===== src/design/transient_alert_ducker_defines.svh =====
// Assertion helpers shared by the design files.
`ifndef TRANSIENT_ALERT_DUCKER_DEFINES_SVH
`define TRANSIENT_ALERT_DUCKER_DEFINES_SVH

// Checked only out of reset.
`define TAD_ASSERT(label, prop) \
    label: assert property (@(posedge i_clk) disable iff (!i_rst_n) prop) \
        else $error("tad assertion failed");

// Checked on every edge, reset included.
`define TAD_ASSERT_ALWAYS(label, prop) \
    label: assert property (@(posedge i_clk) prop) \
        else $error("tad assertion failed");

`endif


===== src/design/tad_pkg.sv =====
package tad_pkg;

    typedef struct packed {
        logic signed [15:0] sample;
        logic               block_end;
    } t_in;

    typedef struct packed {
        logic [16:0] duck_gain;
        logic        alert_active;
    } t_out;

    localparam int CfgIdxW  = 3;
    localparam int CfgDataW = 24;
    localparam int CoefW    = 24;
    localparam int EnergyW  = 31;
    localparam int DuckW    = 17;
    localparam int HoldW    = 16;
    localparam int ThrW     = 12;
    localparam int MulAW    = 25;
    localparam int MulBW    = 32;
    localparam int ProdW    = MulAW + MulBW;
    localparam int StepW    = 4;

    localparam logic [CfgIdxW-1:0] REG_ENABLE    = 3'd0;
    localparam logic [CfgIdxW-1:0] REG_THRESHOLD = 3'd1;
    localparam logic [CfgIdxW-1:0] REG_SHORT_A   = 3'd2;
    localparam logic [CfgIdxW-1:0] REG_LONG_A    = 3'd3;
    localparam logic [CfgIdxW-1:0] REG_ATTACK    = 3'd4;
    localparam logic [CfgIdxW-1:0] REG_RELEASE   = 3'd5;
    localparam logic [CfgIdxW-1:0] REG_HOLD      = 3'd6;

    localparam logic [ThrW-1:0]    THR_RESET   = 12'd1024;
    localparam logic [ThrW-1:0]    THR_MIN     = 12'd512;
    localparam logic [ThrW-1:0]    THR_MAX     = 12'd3072;
    localparam logic [CoefW-1:0]   SHORT_RESET = 24'd6987;
    localparam logic [CoefW-1:0]   LONG_A_RST  = 24'd175;
    localparam logic [CoefW-1:0]   ATK_RESET   = 24'd17467;
    localparam logic [CoefW-1:0]   REL_RESET   = 24'd699;
    localparam logic [HoldW-1:0]   HOLD_RESET  = 16'd9600;
    localparam logic [EnergyW-1:0] LONG_RESET  = 31'd1073742;
    localparam logic [EnergyW-1:0] BASE_FLOOR  = 31'd1074;
    localparam logic [DuckW-1:0]   UNITY_Q16   = 17'd65536;
    localparam logic [DuckW-1:0]   DUCK_LOW    = 17'd6554;

    typedef struct packed {
        logic             enable;
        logic [ThrW-1:0]  thr;        // already clamped
        logic [CoefW-1:0] short_alpha;
        logic [CoefW-1:0] long_alpha;
        logic [CoefW-1:0] atk_coeff;
        logic [CoefW-1:0] rel_coeff;
        logic [HoldW-1:0] hold_len;
    } t_cfg;

    // multiplier operand selects
    localparam logic [2:0] A_NONE   = 3'd0;
    localparam logic [2:0] A_SAMPLE = 3'd1;
    localparam logic [2:0] A_SALPHA = 3'd2;
    localparam logic [2:0] A_LALPHA = 3'd3;
    localparam logic [2:0] A_THR    = 3'd4;
    localparam logic [2:0] A_COEF   = 3'd5;

    localparam logic [2:0] B_NONE   = 3'd0;
    localparam logic [2:0] B_SAMPLE = 3'd1;
    localparam logic [2:0] B_PSHORT = 3'd2;
    localparam logic [2:0] B_ELONG  = 3'd3;
    localparam logic [2:0] B_BASE   = 3'd4;
    localparam logic [2:0] B_DUCK   = 3'd5;

    // write-back targets
    localparam logic [2:0] WB_NONE  = 3'd0;
    localparam logic [2:0] WB_SHORT = 3'd1;
    localparam logic [2:0] WB_LONG  = 3'd2;
    localparam logic [2:0] WB_ALERT = 3'd3;
    localparam logic [2:0] WB_DUCK  = 3'd4;

    // sequencing
    localparam logic [1:0] JMP_NEXT     = 2'd0;
    localparam logic [1:0] JMP_WAIT_IN  = 2'd1;
    localparam logic [1:0] JMP_WAIT_OUT = 2'd2;

    localparam logic [StepW-1:0] STEP_IDLE   = 4'd0;
    localparam logic [StepW-1:0] STEP_SQUARE = 4'd1;
    localparam logic [StepW-1:0] STEP_SHORT  = 4'd2;
    localparam logic [StepW-1:0] STEP_LONG   = 4'd3;
    localparam logic [StepW-1:0] STEP_LWB    = 4'd4;
    localparam logic [StepW-1:0] STEP_THR    = 4'd5;
    localparam logic [StepW-1:0] STEP_ALERT  = 4'd6;
    localparam logic [StepW-1:0] STEP_DMUL   = 4'd7;
    localparam logic [StepW-1:0] STEP_DUCK   = 4'd8;

    typedef struct packed {
        logic [2:0]       a_sel;
        logic [2:0]       b_sel;
        logic             mul_en;
        logic             ld_e;
        logic [2:0]       wb;
        logic             emit;
        logic [1:0]       jmp;
        logic [StepW-1:0] tgt;
    } t_uword;

    typedef struct packed {
        t_uword w;
        logic   adv;
    } t_ctl;

    function automatic t_uword ucode(input logic [StepW-1:0] step);
        t_uword w;
        w = '{a_sel: A_NONE, b_sel: B_NONE, mul_en: 1'b0, ld_e: 1'b0, wb: WB_NONE,
              emit: 1'b0, jmp: JMP_NEXT, tgt: STEP_IDLE};
        case (step)
            STEP_IDLE: begin
                w.jmp = JMP_WAIT_IN;
                w.tgt = STEP_DUCK;
            end
            STEP_SQUARE: begin
                w.a_sel = A_SAMPLE; w.b_sel = B_SAMPLE; w.mul_en = 1'b1;
            end
            STEP_SHORT: begin
                w.a_sel = A_SALPHA; w.b_sel = B_PSHORT; w.mul_en = 1'b1; w.ld_e = 1'b1;
            end
            STEP_LONG: begin
                w.a_sel = A_LALPHA; w.b_sel = B_ELONG; w.mul_en = 1'b1; w.wb = WB_SHORT;
            end
            STEP_LWB: begin
                w.wb = WB_LONG;
            end
            STEP_THR: begin
                w.a_sel = A_THR; w.b_sel = B_BASE; w.mul_en = 1'b1;
            end
            STEP_ALERT: begin
                w.wb = WB_ALERT;
            end
            STEP_DMUL: begin
                w.a_sel = A_COEF; w.b_sel = B_DUCK; w.mul_en = 1'b1;
            end
            STEP_DUCK: begin
                w.wb = WB_DUCK; w.emit = 1'b1; w.jmp = JMP_WAIT_OUT; w.tgt = STEP_IDLE;
            end
            default: begin
                w.jmp = JMP_WAIT_OUT;
                w.tgt = STEP_IDLE;
            end
        endcase
        return w;
    endfunction

endpackage


===== src/design/tad_cfg.sv =====
module tad_cfg (
    input  logic                         i_clk,
    input  logic                         i_rst_n,
    input  logic                         i_cfg_we,
    input  logic [tad_pkg::CfgIdxW-1:0]  i_cfg_idx,
    input  logic [tad_pkg::CfgDataW-1:0] i_cfg_data,
    output tad_pkg::t_cfg                o_cfg
);

    logic                          r_enable;
    logic [tad_pkg::ThrW-1:0]      r_thr;
    logic [tad_pkg::CoefW-1:0]     r_short_a;
    logic [tad_pkg::CoefW-1:0]     r_long_a;
    logic [tad_pkg::CoefW-1:0]     r_atk;
    logic [tad_pkg::CoefW-1:0]     r_rel;
    logic [tad_pkg::HoldW-1:0]     r_hold;
    logic [tad_pkg::ThrW-1:0]      w_thr_clamp;

    always_ff @(posedge i_clk) begin
        if (!i_rst_n) begin
            r_enable  <= 1'b1;
            r_thr     <= tad_pkg::THR_RESET;
            r_short_a <= tad_pkg::SHORT_RESET;
            r_long_a  <= tad_pkg::LONG_A_RST;
            r_atk     <= tad_pkg::ATK_RESET;
            r_rel     <= tad_pkg::REL_RESET;
            r_hold    <= tad_pkg::HOLD_RESET;
        end else if (i_cfg_we) begin
            case (i_cfg_idx)
                tad_pkg::REG_ENABLE:    r_enable  <= i_cfg_data[0];
                tad_pkg::REG_THRESHOLD: r_thr     <= i_cfg_data[tad_pkg::ThrW-1:0];
                tad_pkg::REG_SHORT_A:   r_short_a <= i_cfg_data;
                tad_pkg::REG_LONG_A:    r_long_a  <= i_cfg_data;
                tad_pkg::REG_ATTACK:    r_atk     <= i_cfg_data;
                tad_pkg::REG_RELEASE:   r_rel     <= i_cfg_data;
                tad_pkg::REG_HOLD:      r_hold    <= i_cfg_data[tad_pkg::HoldW-1:0];
                default: ;
            endcase
        end
    end

    always_comb begin
        if (r_thr < tad_pkg::THR_MIN) begin
            w_thr_clamp = tad_pkg::THR_MIN;
        end else if (r_thr > tad_pkg::THR_MAX) begin
            w_thr_clamp = tad_pkg::THR_MAX;
        end else begin
            w_thr_clamp = r_thr;
        end
    end

    assign o_cfg = '{enable: r_enable, thr: w_thr_clamp, short_alpha: r_short_a,
                     long_alpha: r_long_a, atk_coeff: r_atk, rel_coeff: r_rel,
                     hold_len: r_hold};

endmodule


===== config.mk =====
export PLATFORM = sky130hd
export DESIGN_NAME = tad_cfg
export DESIGN_NICKNAME = d
export VERILOG_FILES = /design/src/design/transient_alert_ducker_defines.svh /design/src/design/tad_pkg.sv /design/src/design/tad_cfg.sv
export SDC_FILE = /design/constraint.sdc
export NUM_CORES = 1
export LEC_CHECK = 0
export BUFFER_PORTS_ARGS = -buffer_cell sky130_fd_sc_hd__clkbuf_2
export CAP_MARGIN = 20
export CORE_MARGIN = 2
export CORE_UTILIZATION = 40
export DETAILED_ROUTE_END_ITERATION = 10
export GPL_ROUTABILITY_DRIVEN = 0
export PLACE_DENSITY_LB_ADDON = 0.05
export SETUP_SLACK_MARGIN = 0.05
export SYNTH_ARGS = -nofsm -noshare
export SYNTH_HDL_FRONTEND = slang
export SYNTH_SLANG_ARGS = --single-unit

===== constraint.sdc =====
create_clock -name i_clk -period 1.1 [get_ports i_clk]
set_input_delay 0 -clock i_clk [delete_from_list [all_inputs] [get_ports i_clk]]
set_output_delay 0 -clock i_clk [all_outputs]
set_load 0.02 [all_outputs]

==> results of run 1 <==
layer usage:
metal  part of all wire, %  vias up  GRT usage, %  wire [um]
li1                      -     2243             -          -
met1                    47     2106          29.7       6720
met2                    46      126          33.9       6560
met3                   5.6       14          5.72        793
met4                   1.2        0          7.72        171
met5                     0        -             0          0
stage by stage:
step	total power [mW]	cell area (um^2)	hold WS [ps]
after CTS	10.9	6680	69.9
after detailed placement	5.67	5820	279
after floorplan	5.29	4850	124
after global placement	5.66	5820	275
final	10.8	6690	90.8
after global routing	11.2	6690	110
flip-flops by register name (all words and copies together) (netlist names):
signal	count
r_long_a	24
r_rel	24
r_enable	1
r_hold	16
r_short_a	24
r_atk	24
r_thr	12
final timing paths:
path	from	end	slack (ps)	depth (start not counted)
max	r_thr[10]	o_cfg[116]	-380	3
min	i_cfg_idx[0]	r_enable	90	4
max reg2reg	r_thr[10]	r_thr[10]	300	3
min reg2reg	r_rel[16]	r_rel[16]	450	2
critical path, stage by stage, from the launching register on:
cell and delay, ps:
dfxtp_1 310, or3_4 430, and3_1 190, clkbuf_2 150
cell type report:
class	instances	area, um^2
fillers	1130	5220
flip-flops and latches	125	2510
multi-input cells	404	2070
repair buffers	206	1370
clock buffers	27	523
well taps	147	184
clock inverters	5	30.0
inverters	2	7.51
logic make-up (layout without fill, tap and decap cells):
family | after synthesis | count (layout) | share of synthesized area, %
muxes | 1 | 1 | 0.206
DFF | 125 | 125 | 51.6
AOI/OAI and AO/OA | 93 | 93 | 14.4
buffers and inverters | 51 | 240 | 6.47
and+or+nand+nor | 309 | 309 | 27.2
adders and majority gates | 1 | 1 | 0.206
synth_stat cells (all sizes together):
master   number  area [um^2]
a21boi       91          683
a31oi         1         6.26
and3          7         43.8
and4b         3         30.0
and4bb        3         37.5
buf          32          243
clkbuf       17         63.8
dfxtp       125         2500
inv           2         7.51
maj3          1         10.0
mux2i         1         10.0
nand2       251          942
nand3        32          160
nand4b        3         32.5
nand4bb       3         33.8
nor2          3         11.3
nor4          2         12.5
nor4b         1         8.76
o211ai        1         7.51
or3           1         6.26
where the power goes:
group	internal [mW]	leakage (nW)	total [mW]	switching, mW
Combinational	0.386	1.67	0.948	0.563
Clock	3.23	0.269	5.14	1.92
Sequential	4.65	1.02	4.71	0.0631
Total	8.26	2.96	10.8	2.54
timing repair:
item | 4_1_cts | 5_1_grt
buffers inserted | 1 | 0
resized for setup | 10 | 12
gates cloned | 0 | 0
hold endpoints to repair | 120 | 0
setup endpoints to repair | 10 | 11
hold buffers | 25 | 0
pin swaps | 0 | 4
==> results.md, run 1 <==
* Hold Path Class: input port to flip-flop
* Seq/Total Area, Yosys at 51.6%
* TritonCTS buffer count at 17
* Post-Synthesis Cells at 580
* Pwr/cell area at 1610 nW/um^2
* Peak supply drop at 0.845 mV
* Die H at 114 um
* Yosys cell types at 24
* Synthesized area at 4850 um^2
* CP Launch Type: flip-flop
* Post-DRT Antenna Nets at 0
* Post-DP HPWL at 9500 um
* Antenna violations before repair at 0
* CP endpoint kind: output port
* Pre-CTS setup slack at -25.5 ps
* Largest net degree at the start of global routing at 40
* Setup TNS at -3560 ps
* Yosys reg bits at around 130
* Cell Count, Final, Fillers Out at 916
* Status: finished, violations left
* Die width at ~110 um
* FP Rows at 40
* Yosys warnings at 0
* Fin crit period at 1480 ps
* Die area at 13000 um^2
* Leak pwr at 2.96 nW
* Critical Path RT at 1100 ps
* Most frequent cells in the layout: nand2_1 (251), clkbuf_2 (146), dfxtp_1 (121), a21boi_1 (65), nand3_1 (32)
* CTS tree: yes
* Relative slew margins at 76.0%
* Syn-to-layout area delta at 38.0%
* Initial core utilization at 40.7%
* WL/cell at 15.6 um
* Gr usage total at 21.9%
* I/O pin count at 155
* Max-cap violations at 0
* Setup violators final at 10
* Hold Vio Cnt, Final at 0
* Clock Latency Late Sink at 410 ps
* Residual DRC at 0
* # clock sinks at 125
* Via Count at 4489
* Grt ovf at 0
* Violated checks: setup timing
* Number of global-route vias before repair at 4071
* Drt pass-1 iters at 4
* Clock root buffer master: clkbuf_16
* Core footprint at ~12000 um^2
* Max clock buf depth at 2
* Clock skew at 0 ps
* Fin nets at 786
* Diode count at 0
* Max Slew Vio Count at 0
* Slew @ Worst Pin at 355 ps
* Commonest non-fill, non-tap cell in the layout: nand2_1
* Final design utilization at between 50% and 60%
* Max Freq at 675 MHz
* Final setup margin at -382 ps
* Critical path class: flip-flop to output port
* Crit path DAT at 1480 ps
* Share of cells above drive strength 1 at 28.3%
* Crit-path max FO at 9
* Placed Instances at 858
* Syn Area/Cell at 8.37 um^2
* Global-route wire length before repair at around 22000 um
* PortBufs at 154
* Drt via density at approximately 4.9
* Drt total wl at 14200 um
* Starting DRT DRC Count at 230
* H-tree Lvls at 4
* Clk pin slew, worst setup/hold paths at 50 ps
* Mapped Nets at just over 600
* Crit share post-route at 135%
* RSZ-0062 raised after global routing: true
Power figures use the tool's default switching activity.
==> run 2, diff against run 1 <==
--- a/config.mk
+++ b/config.mk
@@ -12,6 +12,7 @@
 export DETAILED_ROUTE_END_ITERATION = 10
 export GPL_ROUTABILITY_DRIVEN = 0
 export PLACE_DENSITY_LB_ADDON = 0.05
+export RECOVER_POWER = 100
 export SETUP_SLACK_MARGIN = 0.05
 export SYNTH_ARGS = -nofsm -noshare
 export SYNTH_HDL_FRONTEND = slang
==> results.md, run 2 (synthesis gave the netlist of run 1 again) <==
* Drt via density at 4.93 (+0.60%)
* Peak supply drop at 0.844 mV (-0.19%)
* Starting DRT DRC Count at 247 (+7.4%)
* Number of global-route vias before repair at 4071 (unchanged)
* Hold Path Class: input port to flip-flop
* Reg2reg start: r_thr[10]
* Setup TNS at -3650 ps (-92.9 ps)
* Gr usage total at 21.9% (unchanged)
* Cell Count, Final, Fillers Out at 916 (unchanged)
* FP Rows at 40 (unchanged)
* Fin crit period at 1480 ps (-0.458 ps)
* Clock root buffer master: clkbuf_16
* Met2 Usage GRT at 33.9% (unchanged)
* Critical Path RT at 1100 ps (about the same)
* Crit-path max FO at 9 (unchanged)
* # clock sinks at 125 (unchanged)
* Grt ovf at 0 (unchanged)
* WL/cell at 15.6 um (+0.59%)
* Post-DRT Antenna Nets at 0 (unchanged)
* I/O pin count at 155 (unchanged)
* Max Freq at 675 MHz (about the same)
* Max-cap violations at 0 (unchanged)
* RSZ-0062 raised after global routing: true
* CP endpoint kind: output port
* Pwr/cell area at 1650 nW/um^2 (+2.2%)
* Clock skew at 0 ps (unchanged)
* Slew @ Worst Pin at 406 ps (+51.2 ps)
* CP Launch Type: flip-flop
* Clk pin slew, worst setup/hold paths at 50 ps (about the same)
* Share of cells above drive strength 1 at 13.9% (-14 points)
* Leak pwr at 2.60 nW (-12%)
* Fill count at 1185 (+4.9%)
* Critical path class: flip-flop to output port
* Antenna violations before repair at 0 (unchanged)
* Die H at 114 um (unchanged)
* Max clock buf depth at 2 (unchanged)
* TritonCTS buffer count at 17 (unchanged)
* Commonest non-fill, non-tap cell in the layout: nand2_1
* Die area at 13000 um^2 (unchanged)
* Post-Layout Inst Area at 6530 um^2 (-2.5%)
* Relative slew margins at 72.9% (-3.1 points)
* Initial core utilization at 40.7% (unchanged)
* Drt total wl at 14300 um (+0.59%)
* Drt pass-1 iters at 5 (+1)
* Crit share post-route at 135% (about the same)
* Hold Vio Cnt, Final at 0 (unchanged)
* Fin nets at 786 (unchanged)
* H-tree Lvls at 4 (unchanged)
* PortBufs at 154 (unchanged)
* Setup violators final at 21 (+11)
* Post-DP HPWL at 9500 um (unchanged)
* Most frequent cells in the layout: nand2_1 (251), dfxtp_1 (122), clkbuf_1 (114), a21boi_1 (64), clkbuf_2 (37)
* Residual DRC at 0 (unchanged)
* Core footprint at 11900 um^2 (unchanged)
* Status: finished, violations left
* Placed Instances at 858 (unchanged)
* CTS tree: yes
* Via Count at 4516 (+0.60%)
* Global Route met3 Usage at 5.72% (unchanged)
* Diode count at 0 (unchanged)
* Met1 Use GR at 29.7% (unchanged)
* Die width at 114 um (unchanged)
* Largest net degree at the start of global routing at 40 (unchanged)
* Gr busiest metal: met2
* Syn-to-layout area delta at 34.5%
* Crit path DAT at 1480 ps (about the same)
* Post-DP Area at 5820 um^2 (unchanged)
* Violated checks: setup timing
* Max Slew Vio Count at 0 (unchanged)
* Worst Setup SP: r_thr[10]
* Hold Crit Start: i_cfg_idx[0]
* Final setup margin at -381 ps (+0.458 ps)
* Global-route wire length before repair at 21800 um (unchanged)
* Clock Latency Late Sink at 410 ps (about the same)
## run 2: cell count changes in the layout (fill, tap and decap cells not counted)
cell and change:
buf_6 +3, buf_12 -3, dfxtp_1 +1, clkbuf_1 +110, dfxtp_2 -1, buf_4 -1
a21boi_0 +1, a21boi_1 -1, clkbuf_2 -109
## run 2: worst paths after layout
kind | to | slack [ps] | cells after the start
max | o_cfg[116] | -380 | 3
min | r_enable | 90 | 4
max reg2reg | r_thr[10] | 320 | 3
min reg2reg | r_rel[16] | 450 | 2
## run 2: layer usage
metal	vias to the layer above	wire, um	share of wire, %
met4	0	171	1.2
met3	14	825	5.8
met1	2127	6790	47
met5	-	0	0
li1	2240	-	-
met2	135	6540	46
## run 2: metrics by stage
step | power (mW) | utilization (%) | hold slack, ps | worst slack (ps)
after floorplan | 5.29 | - | 124 | 38.4
after global placement | 5.66 | 48.9 | 275 | 4.04
after detailed placement | 5.67 | 48.9 | 279 | -25.5
after CTS | 10.9 | 56.1 | 69.9 | -387
after global routing | 11.2 | 54.8 | 110 | -427
final | 10.8 | 54.8 | 88.4 | -381
## run 2: critical path, cell delays in order, from the launching register on
cell	delay [ps]
dfxtp_1	310
or3_4	430
and3_1	190
clkbuf_2	150
## run 2: where the power goes
part / leakage, nW / internal, mW / switching, mW
Combinational: 1.31 / 0.349 / 0.563
Sequential: 1.02 / 4.65 / 0.0623
Clock: 0.269 / 3.23 / 1.91
Total: 2.60 / 8.22 / 2.54
## run 2: area by class of cell
class | count | area (um^2) | area share (%)
multi-input cells | 404 | 2070 | 31.7
inverters | 2 | 7.51 | 0.115
flip-flops and latches | 125 | 2510 | 38.4
clock inverters | 5 | 30.0 | 0.460
well taps | 147 | 184 | 2.82
repair buffers | 206 | 1200 | 18.4
clock buffers | 27 | 523 | 8.01
## run 2: what timing repair did
| item | in CTS | in global routing |
|---|---|---|
| pin swaps | 0 | 4 |
| hold buffers | 25 | 0 |
| resized for setup | 10 | 12 |
| buffers inserted | 1 | 0 |
| endpoints found under the setup margin | 10 | 11 |
| endpoints found under the hold margin | 120 | 0 |
==> run 3, diff against run 2 <==
--- a/config.mk
+++ b/config.mk
@@ -11,6 +11,7 @@
 export CORE_UTILIZATION = 40
 export DETAILED_ROUTE_END_ITERATION = 10
 export GPL_ROUTABILITY_DRIVEN = 0
+export GPL_TIMING_DRIVEN = 0
 export PLACE_DENSITY_LB_ADDON = 0.05
 export RECOVER_POWER = 100
 export SETUP_SLACK_MARGIN = 0.05
==> results.md, run 3 (synthesis gave the netlist of run 1 again) <==
* Drt pass-1 iters at 5 (unchanged)
* PortBufs at 153 (-0.65%)
* Multi-input gate area at 2090 um^2 (+0.97%)
* Reg-to-Reg End: r_thr[9]
* Hold Vio Cnt, Final at 0 (unchanged)
* I/O pin count at 155 (unchanged)
* Cell Count, Final, Fillers Out at 939 (+2.5%)
* Sw power at 2.68 mW (+5.7%)
* Antenna violations before repair at 0 (unchanged)
* Final setup margin at -483 ps (-102 ps)
* Clock Latency Late Sink at 420 ps (about the same)
* Reg2Reg Setup Slack at 330 ps (about the same)
* Setup TNS at -4530 ps (-878 ps)
* Status: finished, violations left
* Die width at 114 um (unchanged)
* CTS tree: yes
* Residual DRC at 0 (unchanged)
* Pwr/cell area at 1680 nW/um^2 (+1.7%)
* Hold Crit Start: i_cfg_idx[2]
* Register Area at 2510 um^2 (+0.10%)
* Fin crit period at 1580 ps (+102 ps)
* RSZ-0062 raised after global routing: true
* Post-DRT Antenna Nets at 0 (unchanged)
* Initial core utilization at 40.7% (unchanged)
* Max clock buf depth at 2 (unchanged)
* Share of cells above drive strength 1 at 29.0% (+15 points)
* Crit path DAT at 1580 ps (+100 ps)
* Flop pwr share at 41.4% (-2.4 points)
* Placed Instances at 880 (+2.6%)
* Clock root buffer master: clkbuf_16
* Peak supply drop at 0.897 mV (+6.3%)
* Critical Path RT at 1100 ps (about the same)
* Core footprint at 11900 um^2 (unchanged)
* Diode count at 0 (unchanged)
* Global-route wire length before repair at 23200 um (+6.3%)
* Sw frac at 23.6% (about the same)
* Max-cap violations at 0 (unchanged)
* Relative slew margins at 55.7% (-17 points)
* Largest net degree at the start of global routing at 17 (-57%)
* # clock sinks at 125 (unchanged)
* Clock skew at 0 ps (unchanged)
* CP endpoint kind: output port
* Starting DRT DRC Count at 228 (-7.7%)
* Crit share post-route at 144% (+9.3 points)
* Critical path class: flip-flop to output port
* Worst hold slack at 99.1 ps (+10.7 ps)
* Gr usage total at 23.6% (+1.6 points)
* R2R cell count at 3 (unchanged)
* Clock share of power at 50.2% (+2.4 points)
* Pre-CTS setup slack at -178 ps (-152 ps)
* Max Freq at 632 MHz (-6.4%)
* Combinational Power Share at 8.4% (about the same)
* Die area at 13000 um^2 (unchanged)
* Hold endpoint: r_enable
* Drt via density at 4.95 (+0.32%)
* FP Rows at 40 (unchanged)
* Drt total wl at 15100 um (+5.1%)
* TritonCTS buffer count at 17 (unchanged)
* Syn-to-layout area delta at 39.8%
* Grt ovf at 0 (unchanged)
* Hold Path Class: input port to flip-flop
* Die H at 114 um (unchanged)
* Most frequent cells in the layout: nand2_1 (250), clkbuf_2 (145), dfxtp_1 (122), a21boi_1 (52), a21boi_0 (39)
* CP Launch Type: flip-flop
* Via Count at 4644 (+2.8%)
* Violated checks: setup timing
* Slew @ Worst Pin at 665 ps (+258 ps)
* Number of global-route vias before repair at 4378 (+7.5%)
* Internal power at 8.69 mW (+5.7%)
* Max Slew Vio Count at 0 (unchanged)
* Clk pin slew, worst setup/hold paths at 50 ps (about the same)
* Reg2reg start: r_thr[9]
* Leak pwr at 2.94 nW (+13%)
* Crit-path max FO at 4 (-5)
* Fin nets at 809 (+2.9%)
* Commonest non-fill, non-tap cell in the layout: nand2_1
* Setup violators final at 11 (-48%)
* Fill count at 1152 (-2.8%)
* WL/cell at 16.0 um (+2.5%)
* Worst hold path cell count at 5 (+1)
* Post-DP HPWL at 10600 um (+12%)
* H-tree Lvls at 4 (unchanged)
run 3: worst max-delay path, stage by stage (launching register included):
cell	delay [ps]
dfxtp_4	340
or3_4	410
buf_8	140
and3_4	170
buf_8	120
run 3: power by group through the flow:
| stage | combinational (mW) | clock, mW | sequential (mW) |
|---|---|---|---|
| after floorplan | 0.371 | 0 | 4.92 |
| after global placement | 0.856 | 0 | 4.80 |
| after detailed placement | 0.868 | 0 | 4.81 |
| after CTS | 0.955 | 5.78 | 4.71 |
| after global routing | 1.03 | 6.03 | 4.72 |
| final | 0.951 | 5.72 | 4.71 |
run 3: worst max-delay path by stage:
stage,from,to,slack (ps),cells past startpoint
2_1_floorplan,r_thr[11],o_cfg[112],40,3
3_3_place_gp,i_cfg_idx[1],r_rel[7],-130,6
3_5_place_dp,i_cfg_idx[1],r_rel[3],-180,6
4_1_cts,r_thr[11],o_cfg[117],-500,4
5_1_grt,r_thr[11],o_cfg[114],-520,4
6_report,r_thr[11],o_cfg[116],-480,4
run 3: layout make-up:
cell class / count / area share [%]
flip-flops and latches: 125 / 37.0
multi-input cells: 404 / 30.8
repair buffers: 180 / 16.2
clock buffers: 22 / 6.84
plain buffers: 49 / 4.24
well taps: 147 / 2.71
clock inverters: 10 / 2.05
inverters: 2 / 0.111
run 3: per-layer routing:
metal / routed length [um] / GRT usage, % / share of wire [%]
met5: 0 / 0 / 0
met4: 206 / 7.72 / 1.4
met3: 978 / 6.46 / 6.5
met2: 7170 / 38.7 / 48
met1: 6700 / 30.1 / 45
run 3: per-stage QoR:
stage | cell area, um^2 | util (%) | power [mW]
finish | 6780 | 57.0 | 11.4
global route | 6780 | 57.0 | 11.8
CTS | 6740 | 56.6 | 11.4
detailed placement | 5800 | 48.7 | 5.67
global placement | 5800 | 48.7 | 5.66
floorplan | 4850 | - | 5.29
run 3: timing repair:
| item | CTS | global route |
|---|---|---|
| setup endpoints to repair | 12 | 13 |
| pin swaps | 1 | 2 |
| gates cloned | 1 | 0 |
| endpoints found under the hold margin | 124 | 0 |
| resized for setup | 20 | 31 |
| hold buffers | 24 | 0 |
| setup buffers | 2 | 0 |
